==> config.mk <==
export PLATFORM = sky130hd
export DESIGN_NAME = counting_semaphore_wait_queue_unit
export DESIGN_NICKNAME = d
export VERILOG_FILES = /design/src/csem_pkg.sv /design/src/csem_ctrl.sv /design/src/csem_dp.sv /design/src/counting_semaphore_wait_queue_unit.sv
export SDC_FILE = /design/constraint.sdc
export NUM_CORES = 1
export LEC_CHECK = 0
export BUFFER_PORTS_ARGS = -buffer_cell sky130_fd_sc_hd__buf_2
export CORE_UTILIZATION = 60
export CTS_CLUSTER_SIZE = 28
export DETAILED_ROUTE_END_ITERATION = 10
export GPL_TIMING_DRIVEN = 0
export PLACE_DENSITY = 0.81
export SLEW_MARGIN = 0
export SYNTH_ARGS = -nofsm -noshare
export SYNTH_HDL_FRONTEND = slang
export SYNTH_SLANG_ARGS = --single-unit
export TNS_END_PERCENT = 50
==> constraint.sdc <==
create_clock -name clk -period 4 [get_ports clk]
set_clock_uncertainty 0.1 [all_clocks]
set_input_delay 0 -clock clk [delete_from_list [all_inputs] [get_ports clk]]
set_output_delay 0 -clock clk [all_outputs]
set_load 0.03 [all_outputs]
==> src/csem_pkg.sv <==
// Shared types, sizes and codes for the counting semaphore wait queue unit.
package csem_pkg;

  localparam int QUEUE_DEPTH = 16;
  localparam int ID_BITS     = 8;

  localparam int PTR_BITS  = (QUEUE_DEPTH > 1) ? $clog2(QUEUE_DEPTH) : 1;
  localparam int FILL_BITS = $clog2(QUEUE_DEPTH + 1);

  localparam int COUNT_W   = 16;
  localparam int THREAD_W  = 8;
  localparam int STATUS_W  = 3;
  localparam int WAITERS_W = 5;

  localparam logic [COUNT_W-1:0]   COUNT_MAX  = {COUNT_W{1'b1}};
  localparam logic [PTR_BITS-1:0]  PTR_LAST   = PTR_BITS'(QUEUE_DEPTH - 1);
  localparam logic [FILL_BITS-1:0] FILL_FULL  = FILL_BITS'(QUEUE_DEPTH);

  localparam logic KIND_WAIT   = 1'b0;
  localparam logic KIND_SIGNAL = 1'b1;

  localparam logic [STATUS_W-1:0] ST_GRANTED   = 3'd0;
  localparam logic [STATUS_W-1:0] ST_QUEUED    = 3'd1;
  localparam logic [STATUS_W-1:0] ST_WOKE      = 3'd2;
  localparam logic [STATUS_W-1:0] ST_RELEASED  = 3'd3;
  localparam logic [STATUS_W-1:0] ST_FULL      = 3'd4;
  localparam logic [STATUS_W-1:0] ST_SATURATED = 3'd5;

  typedef struct packed {
    logic capture;
    logic execute;
  } csem_cmd_t;

endpackage

==> src/csem_ctrl.sv <==
// Controller state machine: request intake, execute step and output valid.
module csem_ctrl (
  input  logic               clk,
  input  logic               rst,
  input  logic               in_valid,
  output logic               in_stall,
  output logic               out_valid,
  input  logic               out_stall,
  output csem_pkg::csem_cmd_t cmd
);

  localparam logic S_IDLE = 1'b0;
  localparam logic S_EXEC = 1'b1;

  logic state;
  logic state_next;
  logic out_valid_next;
  logic out_free;

  assign in_stall    = (state != S_IDLE);
  assign out_free    = !out_valid || !out_stall;
  assign cmd.capture = (state == S_IDLE) && in_valid;
  assign cmd.execute = (state == S_EXEC) && out_free;

  always_comb begin
    state_next = state;
    unique case (state)
      S_IDLE: if (in_valid) state_next = S_EXEC;
      S_EXEC: if (out_free) state_next = S_IDLE;
      default: state_next = S_IDLE;
    endcase
  end

  always_comb begin
    out_valid_next = out_valid;
    priority if (cmd.execute) begin
      out_valid_next = 1'b1;
    end else if (!out_stall) begin
      out_valid_next = 1'b0;
    end
  end

  always_ff @(posedge clk) begin
    if (rst) begin
      state     <= S_IDLE;
      out_valid <= 1'b0;
    end else begin
      state     <= state_next;
      out_valid <= out_valid_next;
    end
  end

endmodule

==> src/csem_dp.sv <==
// Datapath: semaphore count, waiter ring memory with pointers, result register.
module csem_dp (
  input  logic                              clk,
  input  logic                              rst,
  input  csem_pkg::csem_cmd_t               cmd,
  input  logic                              cfg_we,
  input  logic [csem_pkg::COUNT_W-1:0]      cfg_wdata,
  input  logic                              kind,
  input  logic [csem_pkg::THREAD_W-1:0]     thread_id,
  output logic [csem_pkg::STATUS_W-1:0]     status,
  output logic [csem_pkg::THREAD_W-1:0]     woken_thread,
  output logic [csem_pkg::COUNT_W-1:0]      count_after,
  output logic [csem_pkg::WAITERS_W-1:0]    waiters_after
);

  logic [csem_pkg::ID_BITS-1:0] ring [csem_pkg::QUEUE_DEPTH];
  logic [csem_pkg::ID_BITS-1:0] rd_data;

  logic [csem_pkg::COUNT_W-1:0]   count;
  logic [csem_pkg::PTR_BITS-1:0]  head;
  logic [csem_pkg::PTR_BITS-1:0]  tail;
  logic [csem_pkg::FILL_BITS-1:0] fill;

  logic                           req_kind;
  logic [csem_pkg::ID_BITS-1:0]   req_tid;

  logic [csem_pkg::COUNT_W-1:0]   count_next;
  logic [csem_pkg::PTR_BITS-1:0]  head_next;
  logic [csem_pkg::PTR_BITS-1:0]  tail_next;
  logic [csem_pkg::FILL_BITS-1:0] fill_next;
  logic [csem_pkg::STATUS_W-1:0]  status_next;
  logic [csem_pkg::ID_BITS-1:0]   woken_next;
  logic                           push;

  always_comb begin
    count_next  = count;
    head_next   = head;
    tail_next   = tail;
    fill_next   = fill;
    woken_next  = '0;
    push        = 1'b0;
    status_next = csem_pkg::ST_GRANTED;
    if (req_kind == csem_pkg::KIND_WAIT) begin
      priority if (count != '0) begin
        count_next  = count - 1'b1;
        status_next = csem_pkg::ST_GRANTED;
      end else if (fill != csem_pkg::FILL_FULL) begin
        push        = 1'b1;
        tail_next   = (tail == csem_pkg::PTR_LAST) ? '0 : tail + 1'b1;
        fill_next   = fill + 1'b1;
        status_next = csem_pkg::ST_QUEUED;
      end else begin
        status_next = csem_pkg::ST_FULL;
      end
    end else begin
      if (fill != '0) begin
        woken_next = rd_data;
        head_next  = (head == csem_pkg::PTR_LAST) ? '0 : head + 1'b1;
        fill_next  = fill - 1'b1;
      end
      if (count != csem_pkg::COUNT_MAX) begin
        count_next = count + 1'b1;
      end
      priority if (fill != '0) begin
        status_next = csem_pkg::ST_WOKE;
      end else if (count == csem_pkg::COUNT_MAX) begin
        status_next = csem_pkg::ST_SATURATED;
      end else begin
        status_next = csem_pkg::ST_RELEASED;
      end
    end
  end

  always_ff @(posedge clk) begin
    if (cmd.execute && push) begin
      ring[tail] <= req_tid;
    end
    if (cmd.capture) begin
      rd_data  <= ring[head];
      req_kind <= kind;
      req_tid  <= thread_id[csem_pkg::ID_BITS-1:0];
    end
  end

  always_ff @(posedge clk) begin
    if (rst) begin
      count <= '0;
      head  <= '0;
      tail  <= '0;
      fill  <= '0;
    end else begin
      priority if (cfg_we) begin
        count <= cfg_wdata;
      end else if (cmd.execute) begin
        count <= count_next;
      end
      if (cmd.execute) begin
        head <= head_next;
        tail <= tail_next;
        fill <= fill_next;
      end
    end
  end

  always_ff @(posedge clk) begin
    if (cmd.execute) begin
      status        <= status_next;
      woken_thread  <= csem_pkg::THREAD_W'(woken_next);
      count_after   <= count_next;
      waiters_after <= csem_pkg::WAITERS_W'(fill_next);
    end
  end

endmodule

==> src/counting_semaphore_wait_queue_unit.sv <==
// Top level of the counting semaphore with FIFO wait queue.
// A request is captured in the idle state; its result is registered by the execute step.
// Requests are handled one at a time (capture/read of the ring head, then execute); no new one is taken meanwhile.
// The execute step waits while a previous result is still stalled at the output.
// Reset (rst, synchronous): count, ring pointers, fill and output valid clear;
// ring entries are not cleared; a read entry is only used when the queue holds a waiter.
module counting_semaphore_wait_queue_unit (
  input  logic                              clk,
  input  logic                              rst,
  input  logic                              cfg_we,
  input  logic [csem_pkg::COUNT_W-1:0]      cfg_wdata,
  input  logic                              in_valid,
  output logic                              in_stall,
  input  logic                              kind,
  input  logic [csem_pkg::THREAD_W-1:0]     thread_id,
  output logic                              out_valid,
  input  logic                              out_stall,
  output logic [csem_pkg::STATUS_W-1:0]     status,
  output logic [csem_pkg::THREAD_W-1:0]     woken_thread,
  output logic [csem_pkg::COUNT_W-1:0]      count_after,
  output logic [csem_pkg::WAITERS_W-1:0]    waiters_after
);

  csem_pkg::csem_cmd_t cmd;

  csem_ctrl u_ctrl (
    .clk       (clk),
    .rst       (rst),
    .in_valid  (in_valid),
    .in_stall  (in_stall),
    .out_valid (out_valid),
    .out_stall (out_stall),
    .cmd       (cmd)
  );

  csem_dp u_dp (
    .clk           (clk),
    .rst           (rst),
    .cmd           (cmd),
    .cfg_we        (cfg_we),
    .cfg_wdata     (cfg_wdata),
    .kind          (kind),
    .thread_id     (thread_id),
    .status        (status),
    .woken_thread  (woken_thread),
    .count_after   (count_after),
    .waiters_after (waiters_after)
  );

  a_one_at_a_time: assert property (@(posedge clk) disable iff (rst)
    (in_valid && !in_stall) |=> in_stall)
    else $error("request accepted while previous request in flight");

  a_queued_zero_count: assert property (@(posedge clk) disable iff (rst)
    (out_valid && status == csem_pkg::ST_QUEUED) |-> (count_after == '0))
    else $error("request queued with nonzero count");

  a_full_consistent: assert property (@(posedge clk) disable iff (rst)
    (out_valid && status == csem_pkg::ST_FULL) |->
      (count_after == '0 &&
       waiters_after == csem_pkg::WAITERS_W'(csem_pkg::QUEUE_DEPTH)))
    else $error("queue full reported with inconsistent state");

  a_saturated_consistent: assert property (@(posedge clk) disable iff (rst)
    (out_valid && status == csem_pkg::ST_SATURATED) |->
      (count_after == csem_pkg::COUNT_MAX && waiters_after == '0))
    else $error("saturation reported with inconsistent state");

endmodule
== After elaboration in Yosys (flattened, before gate mapping) ==
Memory sizes are Yosys's and may differ from the RTL's. A register that Yosys moved wholly into a read port is not among the register bits.
Index checks and enable logic that the tools add are counted.

* Memories kept: 1
* Word-level logic and storage cells: 66
* Output and inout port bits: 34
* Bits in writable memories: 128
* Bits of input ports: 30
* Flip-flop bits (word level): 72

{| class="wikitable"
|+ Memories
! memory !! words !! width !! read ports !! clocked after Yosys merged registers in !! wr ports !! line !! RTL
|-
| u_dp.ring || 16 || 8 || 1 || 1 || 1 || csem_dp.sv:16 || <nowiki>logic [csem_pkg::ID_BITS-1:0] ring [csem_pkg::QUEUE_DEPTH];</nowiki>
|}

* Equality and inequality tests: 6
* Muxes and demuxes: 26
* $add $sub $neg: 6
* Reduce and logical (&&, ||, !) cells: 12
* Bitwise operators: 3

{| class="wikitable"
|+ Operator list
! cell !! count
|-
| 16-bit 2-to-1 mux || 5
|-
| 5-bit 2-to-1 mux || 4
|-
| 16-bit by 1-bit adder with 16-bit output, second input constant || 1
|-
| 16-bit equality test, second input constant || 1
|-
| 16-bit != test, second input constant || 1
|-
| 16-bit nonzero test || 1
|-
| 16-bit by 1-bit subtractor with 16-bit output, second input constant || 1
|-
| 3-bit 2-to-1 mux || 5
|-
| 1-bit 2-to-1 mux || 9
|-
| 4-bit by 1-bit adder with 4-bit output, second input constant || 2
|-
| 4-bit equality test, second input constant || 2
|-
| 4-bit 2-to-1 mux || 2
|-
| 5-bit by 1-bit adder with 5-bit output, second input constant || 1
|-
| 5-bit != test, second input constant || 1
|-
| 5-bit nonzero test || 1
|-
| 5-bit by 1-bit subtractor with 5-bit output, second input constant || 1
|-
| 4-bit AND reduction || 1
|-
| 1-bit logical AND || 3
|-
| 1-bit inverter || 3
|-
| 3-bit AND reduction || 1
|-
| 1-bit zero test || 2
|-
| 2-bit by 1-bit != test with 1-bit output, second input constant || 1
|-
| 1-bit one-hot mux with 2 select lines || 1
|-
| 2-bit AND reduction || 1
|-
| 2 further kinds || 2
|}

== Depth between registers and ports, before layout ==
Gate-level depths: netlist of run 1.

* Depth after elaboration: 7
* Depth in mapped cells: 8
* Gate-level depth less buffers: 7

== Hierarchy ==
A second synthesis of run 1 with hierarchy kept.

* Cells, all modules: 608
* Area total of the unflattened synthesis: 9076.2 sq um

{| class="wikitable"
|+ Modules (own cells, without submodules)
! module !! seq. area each (sq um) !! area an instance (sq um) !! instances !! cells an instance
|-
| csem_dp || 5895.7 || 8981.1 || 1 || 598
|-
| csem_ctrl || 40.0 || 95.1 || 1 || 10
|}

== Worst setup path before layout of run 1 ==
No wires, ideal clock.

* Path type: flip-flop to flip-flop
* Start: register u_dp.count[0] in the netlist's numbering
* End: memory u_dp.ring[0][0] in the netlist's numbering (enable)
* Arrival: 2.417 ns
* Buffers on the path: 0
* Setup time: 0.383 ns
* Setup slack: 1.099 ns
* Data required time: 3.517 ns
* Period minus slack after synthesis: 2.901 ns
* Cell stages (with the launch flop): 8
* Path through: dfxtp_1 > inv_1 > ha_1 > or3b_2 > nor4_4 > and3_1 > nand2_1 > nor3_1

* Longest elaborated chain between the ends: 6

{| class="wikitable"
|+ Ends and longest elaborated chain
! element !! line !! RTL
|-
| from (decl) || csem_dp.sv:19 || <nowiki>logic [csem_pkg::COUNT_W-1:0] count;</nowiki>
|-
| from (signal assigned) || csem_dp.sv:93 || <nowiki>count <= cfg_wdata;</nowiki>
|-
| from (signal assigned) || csem_dp.sv:95 || <nowiki>count <= count_next;</nowiki>
|-
| 16-bit nonzero test || csem_dp.sv:44 || <nowiki>priority if (count != '0) begin</nowiki>
|-
| 1-bit 2-to-1 mux || csem_dp.sv:44 ||
|-
| 1-bit 2-to-1 mux || csem_dp.sv:43 || <nowiki>if (req_kind == csem_pkg::KIND_WAIT) begin</nowiki>
|-
| 1-bit logical AND || csem_dp.sv:75 || <nowiki>if (cmd.execute && push) begin</nowiki>
|-
| 1-bit 2-to-1 mux || csem_dp.sv:75 ||
|-
| 1-bit 2-to-1 mux (implied by the code) || csem_dp.sv:76 || <nowiki>ring[tail] <= req_tid;</nowiki>
|-
| to (decl) || csem_dp.sv:16 ||
|}

Every way passes these cells.

== Final worst setup path of run 1 ==
* Start: register u_dp.count[0] in the netlist's numbering
* End: memory u_dp.ring[3][2] in the netlist's numbering (enable)

The elaborated chain is that of the path after synthesis.

==> flow_summary.toml, run 1 <==
[job]
drv_cap = 0

[cells_and_area]
final_cell_area_mm2 = 0.0109
n_antenna_cell = 0
multiInputGateArea_mm2 = 0.00304
fill_cells = 923
nNetsFinal = 810
area_growth_pct = 17.9
layout-drive-gt1-share = 0.210
seq_area_mm2 = 0.00594

[hold_path]
hold_start = "cfg_we"
min_path_type = "in -> reg"
worstHoldPathCells = 4
hold_path_end = "u_dp.count[9]"

[synthesis]
yosys_warnings = 0
syn-instance-count = 651
synth-edff-count = 177
avgSynthCellArea_um2 = 14.1
synth_ff_type = "edfxtp_1"
synth_area_leaders = "edfxtp_1 58%, mux4_2 9.8%, dfxtp_1 6.7%"
syn_nets = 692
synth-async-reset-ratio = 0
synth_top_area_share = 0.577
synth_cell_type_count = 68
yosysTopAreaCell = "edfxtp_1"
ys_seq_area_frac = 0.644
ys_ff_latch = 208
syn_area_mm2 = 0.00921

[critical_path]
crit_type = "reg -> reg"
rr_endpoint = "u_dp.ring[3][2]"
path_cells = "inv_1, ha_1, or3b_2, nor4_4, nand4_1, nor3_1"
worst-r2r-setup-slack_ps = 240
cp_slowest_cell = "nor3_1"
cp.arrival_ps = 3780
reg2reg_from = "u_dp.count[0]"
slowest_delay_ps = 1060
startpoint_type = "flop"
required_ps = 4020
cp_max_fo = 8
reg2reg_depth = 6
setup.worst_path.end_class = "flop"

[route]
wl_per_cell_um = 23.4
ant_nets = 0
vias = 6308
drtPass1Iterations = 6
drc = 0
drtIter0Drc = 701
avgViaCountPerCell = 6.51
routed_wl_um = 22700

[grt]
grt_max_degree = 41
grt_pass1_wl_um = 34900
antenna_found_initial = 0
track_usage = 0.295
grt_pass1_vias = 6243
grt-ovfl-total = 0

[placement]
place_congestion = 0.913
hpwl_um = 14900
place.port_buffers = 62
dpl_cell_area_mm2 = 0.00979

[floorplan]
die_w_um = 126
core_area_mm2 = 0.0148
start_util = 0.624
rows = 44
ios = 64
dieArea_mm2 = 0.0158
fp.dieH_um = 126

[power]
pwr-share-comb = 0.088
power_frac_clock = 0.424
peakVddDrop_mv = 0.423
leakage_nw = 3.69
p_sw_mw = 1.18
switching_share = 0.233
powerDensity_mw_per_mm2 = 465
internal_power_mw = 3.88
seqPwrFrac = 0.488

[cts]
htree_levels = 1
cts_buffers = 22
clockBufferDepth = 3
cts_tree = "yes"
root_buffer = "clkbuf_16"
clock_latency_ps = 520
clk_pin_slew_ps = 60
post-cts-setup-buffer-count = 0
cts.sinks = 208

[sta]
period_share = 0.939
hold_viol_final = 0
slew_viol_final = 0
worst_pin_slew_ps = 1240
finalSetupViolations = 0
whs_ps = 39.4
period_needed_ps = 3760
setup_tns_ps = 0
rsz0062_at_grt = "false"
relSlewSlack = 0.166
fmax_ghz = 0.266

[status]
run_status = "complete, no violations"
cell usage after synthesis (6+ instances only):
cell	count
a21oi_1	19
a31oi_1	8
buf_2	6
nor2_1	55
nand2_1	35
dfxtp_1	31
nand3_1	21
o21ai_0	23
edfxtp_1	177
nor4_1	12
inv_1	16
and3_1	9
nand2b_1	7
clkbuf_1	31
mux4_2	40
ha_1	11
and2_1	9
xnor2_1	11
nor3_1	18
nand4_1	9
per-stage QoR:
stage	utilization	setup WS [ps]	total power [mW]	instances
6_report	0.736	243	5.05	969
5_1_grt	0.736	24.7	5.19	969
4_1_cts	0.736	163	5.05	969
3_5_place_dp	0.664	208	2.92	899
3_3_place_gp	0.661	364	2.90	897
2_1_floorplan	-	1100	2.78	651
critical path, delay by kind of cell, from the launching register on:
family,cells,cell delay [ps]
adders and majority gates,1,190
buffers and inverters,1,140
and+or+nand+nor,4,2550
DFF,1,380
worst max-delay path by stage:
stage	end	from	slack, ps	depth (start not counted)
after CTS	u_dp.ring[0][2]	u_dp.count[0]	160	7
after global placement	u_dp.ring[0][1]	u_dp.count[0]	360	7
after floorplan	u_dp.ring[0][0]	u_dp.count[0]	1100	7
after global routing	u_dp.ring[3][2]	u_dp.count[0]	20	6
final	u_dp.ring[3][2]	u_dp.count[0]	240	6
after detailed placement	u_dp.ring[0][2]	u_dp.count[0]	210	7
power groups by stage:
stage / registers (mW) / logic (mW) / clock network [mW]
3_5_place_dp: 2.51 / 0.411 / 0
2_1_floorplan: 2.55 / 0.234 / 0
5_1_grt: 2.47 / 0.478 / 2.24
3_3_place_gp: 2.51 / 0.398 / 0
6_report: 2.46 / 0.445 / 2.14
4_1_cts: 2.46 / 0.438 / 2.15
routing by layer:
layer  up-vias  global-route usage  share of wire
li1       2790                   -              -
met1      3063               0.387           0.39
met2       376               0.477           0.48
met3        79              0.0641          0.089
met4         0               0.135          0.045
met5         -                   0              0
kinds of logic (layout without fill, tap and decap cells):
| group | count (synthesis) | count (layout) | synth area share |
|---|---|---|---|
| and+or+nand+nor | 212 | 212 | 0.124 |
| xor gates and xnor gates | 16 | 16 | 0.0152 |
| DFF | 208 | 208 | 0.644 |
| AOI/OAI and AO/OA | 101 | 101 | 0.0740 |
| buffers and inverters | 60 | 194 | 0.0265 |
| muxes | 43 | 43 | 0.101 |
| adders and majority gates | 11 | 11 | 0.0149 |
placed cells by master, fill, tap and decap left out, types with 3 or more instances in the layout:
cell type / count
edfxtp_1: 177
buf_2: 68
nor2_1: 55
mux4_2: 40
clkbuf_1: 38
nand2_1: 35
dfxtp_1: 31
dlygate4sd3_1: 30
o21ai_0: 23
clkbuf_16: 22
nand3_1: 21
a21oi_1: 19
nor3_1: 17
inv_1: 16
nor4_1: 12
xnor2_1: 11
ha_1: 11
nand4_1: 9
and3_1: 9
and2_1: 9
a31oi_1: 8
nand2b_1: 7
xor2_1: 5
o22ai_1: 5
and4_1: 5
a21o_1: 5
a2111oi_0: 5
or3b_2: 4
or2_2: 4
nor2b_1: 4
or3_1: 4
a211oi_1: 4
bufinv_16: 4
buf_1: 3
clkinv_1: 3
or4_4: 3
o211ai_1: 3
a311oi_1: 3
layout make-up:
type,count,area share
clock buffer,30,0.0534
clock inverter,10,0.0173
tap,184,0.0212
multi-input combinational,383,0.280
inverter,18,0.00622
sequential,208,0.546
buffer,42,0.0164
timing repair buffer,94,0.0594
sequential cells by signal (all words and copies together), names as in the netlist:
name / cells
u_dp.count_after: 16
u_dp.count: 16
u_dp.status: 3
u_dp.fill: 5
u_dp.req_tid: 8
u_dp.waiters_after: 5
u_dp.tail: 4
u_dp.woken_thread: 8
u_dp.ring: 128
u_dp.head: 4
u_dp.rd_data: 8
u_ctrl.out_valid: 1
u_dp.req_kind: 1
u_ctrl.in_stall: 1
timing repair:
action / 4_1_cts / 5_1_grt
endpoints found under the setup margin: 0 / 8
gates resized for setup: 0 / 1
hold buffers: 30 / 0
endpoints found under the hold margin: 33 / 0
Power figures use the tool's default switching activity.
==> run 2: changes to the inputs <==
--- a/config.mk
+++ b/config.mk
@@ -6,8 +6,9 @@
 export NUM_CORES = 1
 export LEC_CHECK = 0
 export BUFFER_PORTS_ARGS = -buffer_cell sky130_fd_sc_hd__buf_2
+export CORE_ASPECT_RATIO = 0.8
 export CORE_UTILIZATION = 60
-export CTS_CLUSTER_SIZE = 28
+export CTS_CLUSTER_SIZE = 20
 export DETAILED_ROUTE_END_ITERATION = 10
 export GPL_TIMING_DRIVEN = 0
 export PLACE_DENSITY = 0.81
==> constraint.sdc (replaced) <==
create_clock -name clk -period 4 [get_ports clk]
set_clock_uncertainty 0.1 [all_clocks]
set_input_delay 0.4 -clock clk [delete_from_list [all_inputs] [get_ports clk]]
set_output_delay 0.4 -clock clk [all_outputs]
set_load 0.03 [all_outputs]
==> run 2 against run 1 <==
- non-clock buffer count is 20 lower
- register-to-register slack barely moved
- setup slack improved by 9.8 ps
- clock power is 16% lower
- die area hardly changed
- critical path depth stayed put
- final cell count fell by 2.0%
- combinational power decreased by 4%
- flip-flop and latch count unchanged
- power decreased by 7.2%
- largest cell class unchanged
==> flow_summary.toml, run 2 (synthesis gave the netlist of run 1 again) <==
[power]
peakVddDrop_mv = 0.381
leakage_nw = 3.55
powerDensity_mw_per_mm2 = 446

[route]
routed_wl_um = 22200
drc = 0
ant_nets = 0
wl_met2_um = 9890
top_layer_used = "met4"
avgViaCountPerCell = 6.49
drtIter0Drc = 827
vias = 6168
met1_length_um = 9550
dr_wl_met3_um = 2200
drtPass1Iterations = 5
wl_per_cell_um = 23.4

[critical_path]
crit_type = "reg -> reg"
path_cells = "inv_1, ha_1, or3b_2, nor4_4, nand4_1, nor3_1"
worst-r2r-setup-slack_ps = 250
slowest_delay_ps = 1080
reg2reg_depth = 6
cp_slowest_cell = "nor3_1"
rr_endpoint = "u_dp.ring[3][7]"
cp.arrival_ps = 3750
setup.worst_path.end_class = "flop"
cp_max_fo = 8
reg2reg_from = "u_dp.count[0]"
startpoint_type = "flop"
startpoint = "u_dp.count[0]"
required_ps = 4000

[cts]
clockBufferDepth = 3
cts_tree = "yes"
cts_buffers = 21
clk_pin_slew_ps = 60
clock_latency_ps = 490
cts.sinks = 208
root_buffer = "clkbuf_16"
post-cts-setup-buffer-count = 0
htree_levels = 1

[floorplan]
die_w_um = 141
core_area_mm2 = 0.0150
dieArea_mm2 = 0.0159
start_util = 0.613
rows = 40
fp.dieH_um = 113
ios = 64

[grt]
antenna_found_initial = 0
track_usage = 0.294
grt_pass1_vias = 5988
grt-ovfl-total = 0
grt_pass1_wl_um = 34000
grt_max_degree = 35

[sta]
period_needed_ps = 3750
layout_setup_ws_ps = 253
relSlewSlack = 0.154
worst_pin_slew_ps = 1260
hold_viol_final = 0
fmax_ghz = 0.267
finalSetupViolations = 0
rsz0062_at_grt = "false"
slew_viol_final = 0
setup_tns_ps = 0
period_share = 0.937

[hold_path]
hold_start = "cfg_wdata[14]"
hold_path_end = "u_dp.count[14]"
min_path_type = "in -> reg"
worstHoldPathCells = 3

[cells_and_area]
nNetsFinal = 789
area_growth_pct = 14.1
final_common_cell = "edfxtp_1"
largest_register_ffs = 128
fill_cells = 1000
layout-drive-gt1-share = 0.213
reg_top3 = "u_dp.ring x128, u_dp.count x16, u_dp.count_after x16"
final_cell_mix = "177 x edfxtp_1, 68 x buf_2, 55 x nor2_1"
largest-register = "u_dp.ring"
n_antenna_cell = 0
finalCoreUtilization = 0.700

[placement]
hpwl_um = 15400
post-place-ws_ps = 243
place.port_buffers = 62
place_congestion = 0.926

[job]
drv_cap = 0

[status]
run_status = "complete, no violations"
-- run 2: cell count changes in the layout (fill, tap and decap cells not counted), sizes merged --
cell / before / now
inv: 17 / 16
clkinv: 7 / 14
clkbuf: 61 / 55
dlygate4sd3: 30 / 9
bufinv: 4 / 1
-- run 2: worst max path at each step --
| stage | end | slack, ps | depth (start not counted) |
|---|---|---|---|
| after floorplan | u_dp.ring[0][0] | 1100 | 7 |
| after global routing | u_dp.ring[2][5] | 70 | 7 |
| after detailed placement | u_dp.ring[1][3] | 240 | 7 |
| final | u_dp.ring[3][7] | 250 | 6 |
| after CTS | u_dp.ring[1][3] | 220 | 7 |
| after global placement | u_dp.ring[0][2] | 350 | 7 |
-- run 2: final cells by class --
type                       instances  area [µm²]  share of cell area
sequential                       208        5940               0.565
multi-input combinational        383        3040               0.289
clock buffer                      23         533              0.0507
timing repair buffer              74         443              0.0421
tap                              189         236              0.0225
buffer                            42         178              0.0169
clock inverter                    13        81.3             0.00774
inverter                          18        67.6             0.00643
-- run 2: per-stage QoR --
stage               power [mW]  std cells  cell area (µm²)  hold WS [ps]
floorplan                 2.78        651             9210           377
global placement          2.91        902             9760           391
detailed placement        2.92        904             9800           406
CTS                       4.70        949            10500          45.0
global route              4.82        950            10500          74.4
finish                    4.69        950            10500          55.0
-- run 2: critical path: cells and delay by family, from the launching register on --
kind	cells	cell delay, ps
fa+ha+maj	1	190
buf+inv	1	130
flops	1	380
simple gates	4	2560
-- run 2: where the power goes --
| group | internal, mW | leakage (nW) | switching (mW) | total (mW) |
|---|---|---|---|---|
| registers | 2.42 | 1.87 | 0.0451 | 2.46 |
| logic | 0.147 | 1.37 | 0.282 | 0.429 |
| clock network | 1.02 | 0.306 | 0.779 | 1.80 |
| total | 3.58 | 3.55 | 1.11 | 4.69 |
-- run 2: per-layer routing --
metal  global-route usage  up-vias
met5                    0        -
met4               0.0935        0
met3               0.0622       48
met2                0.448      336
met1                0.429     3039
li1                     -     2745
-- run 2: what timing repair did --
item | 4_1_cts | 5_1_grt
hold endpoints to repair | 9 | 0
endpoints found under the setup margin | 0 | 8
resized for setup | 0 | 1
hold buffers | 9 | 0
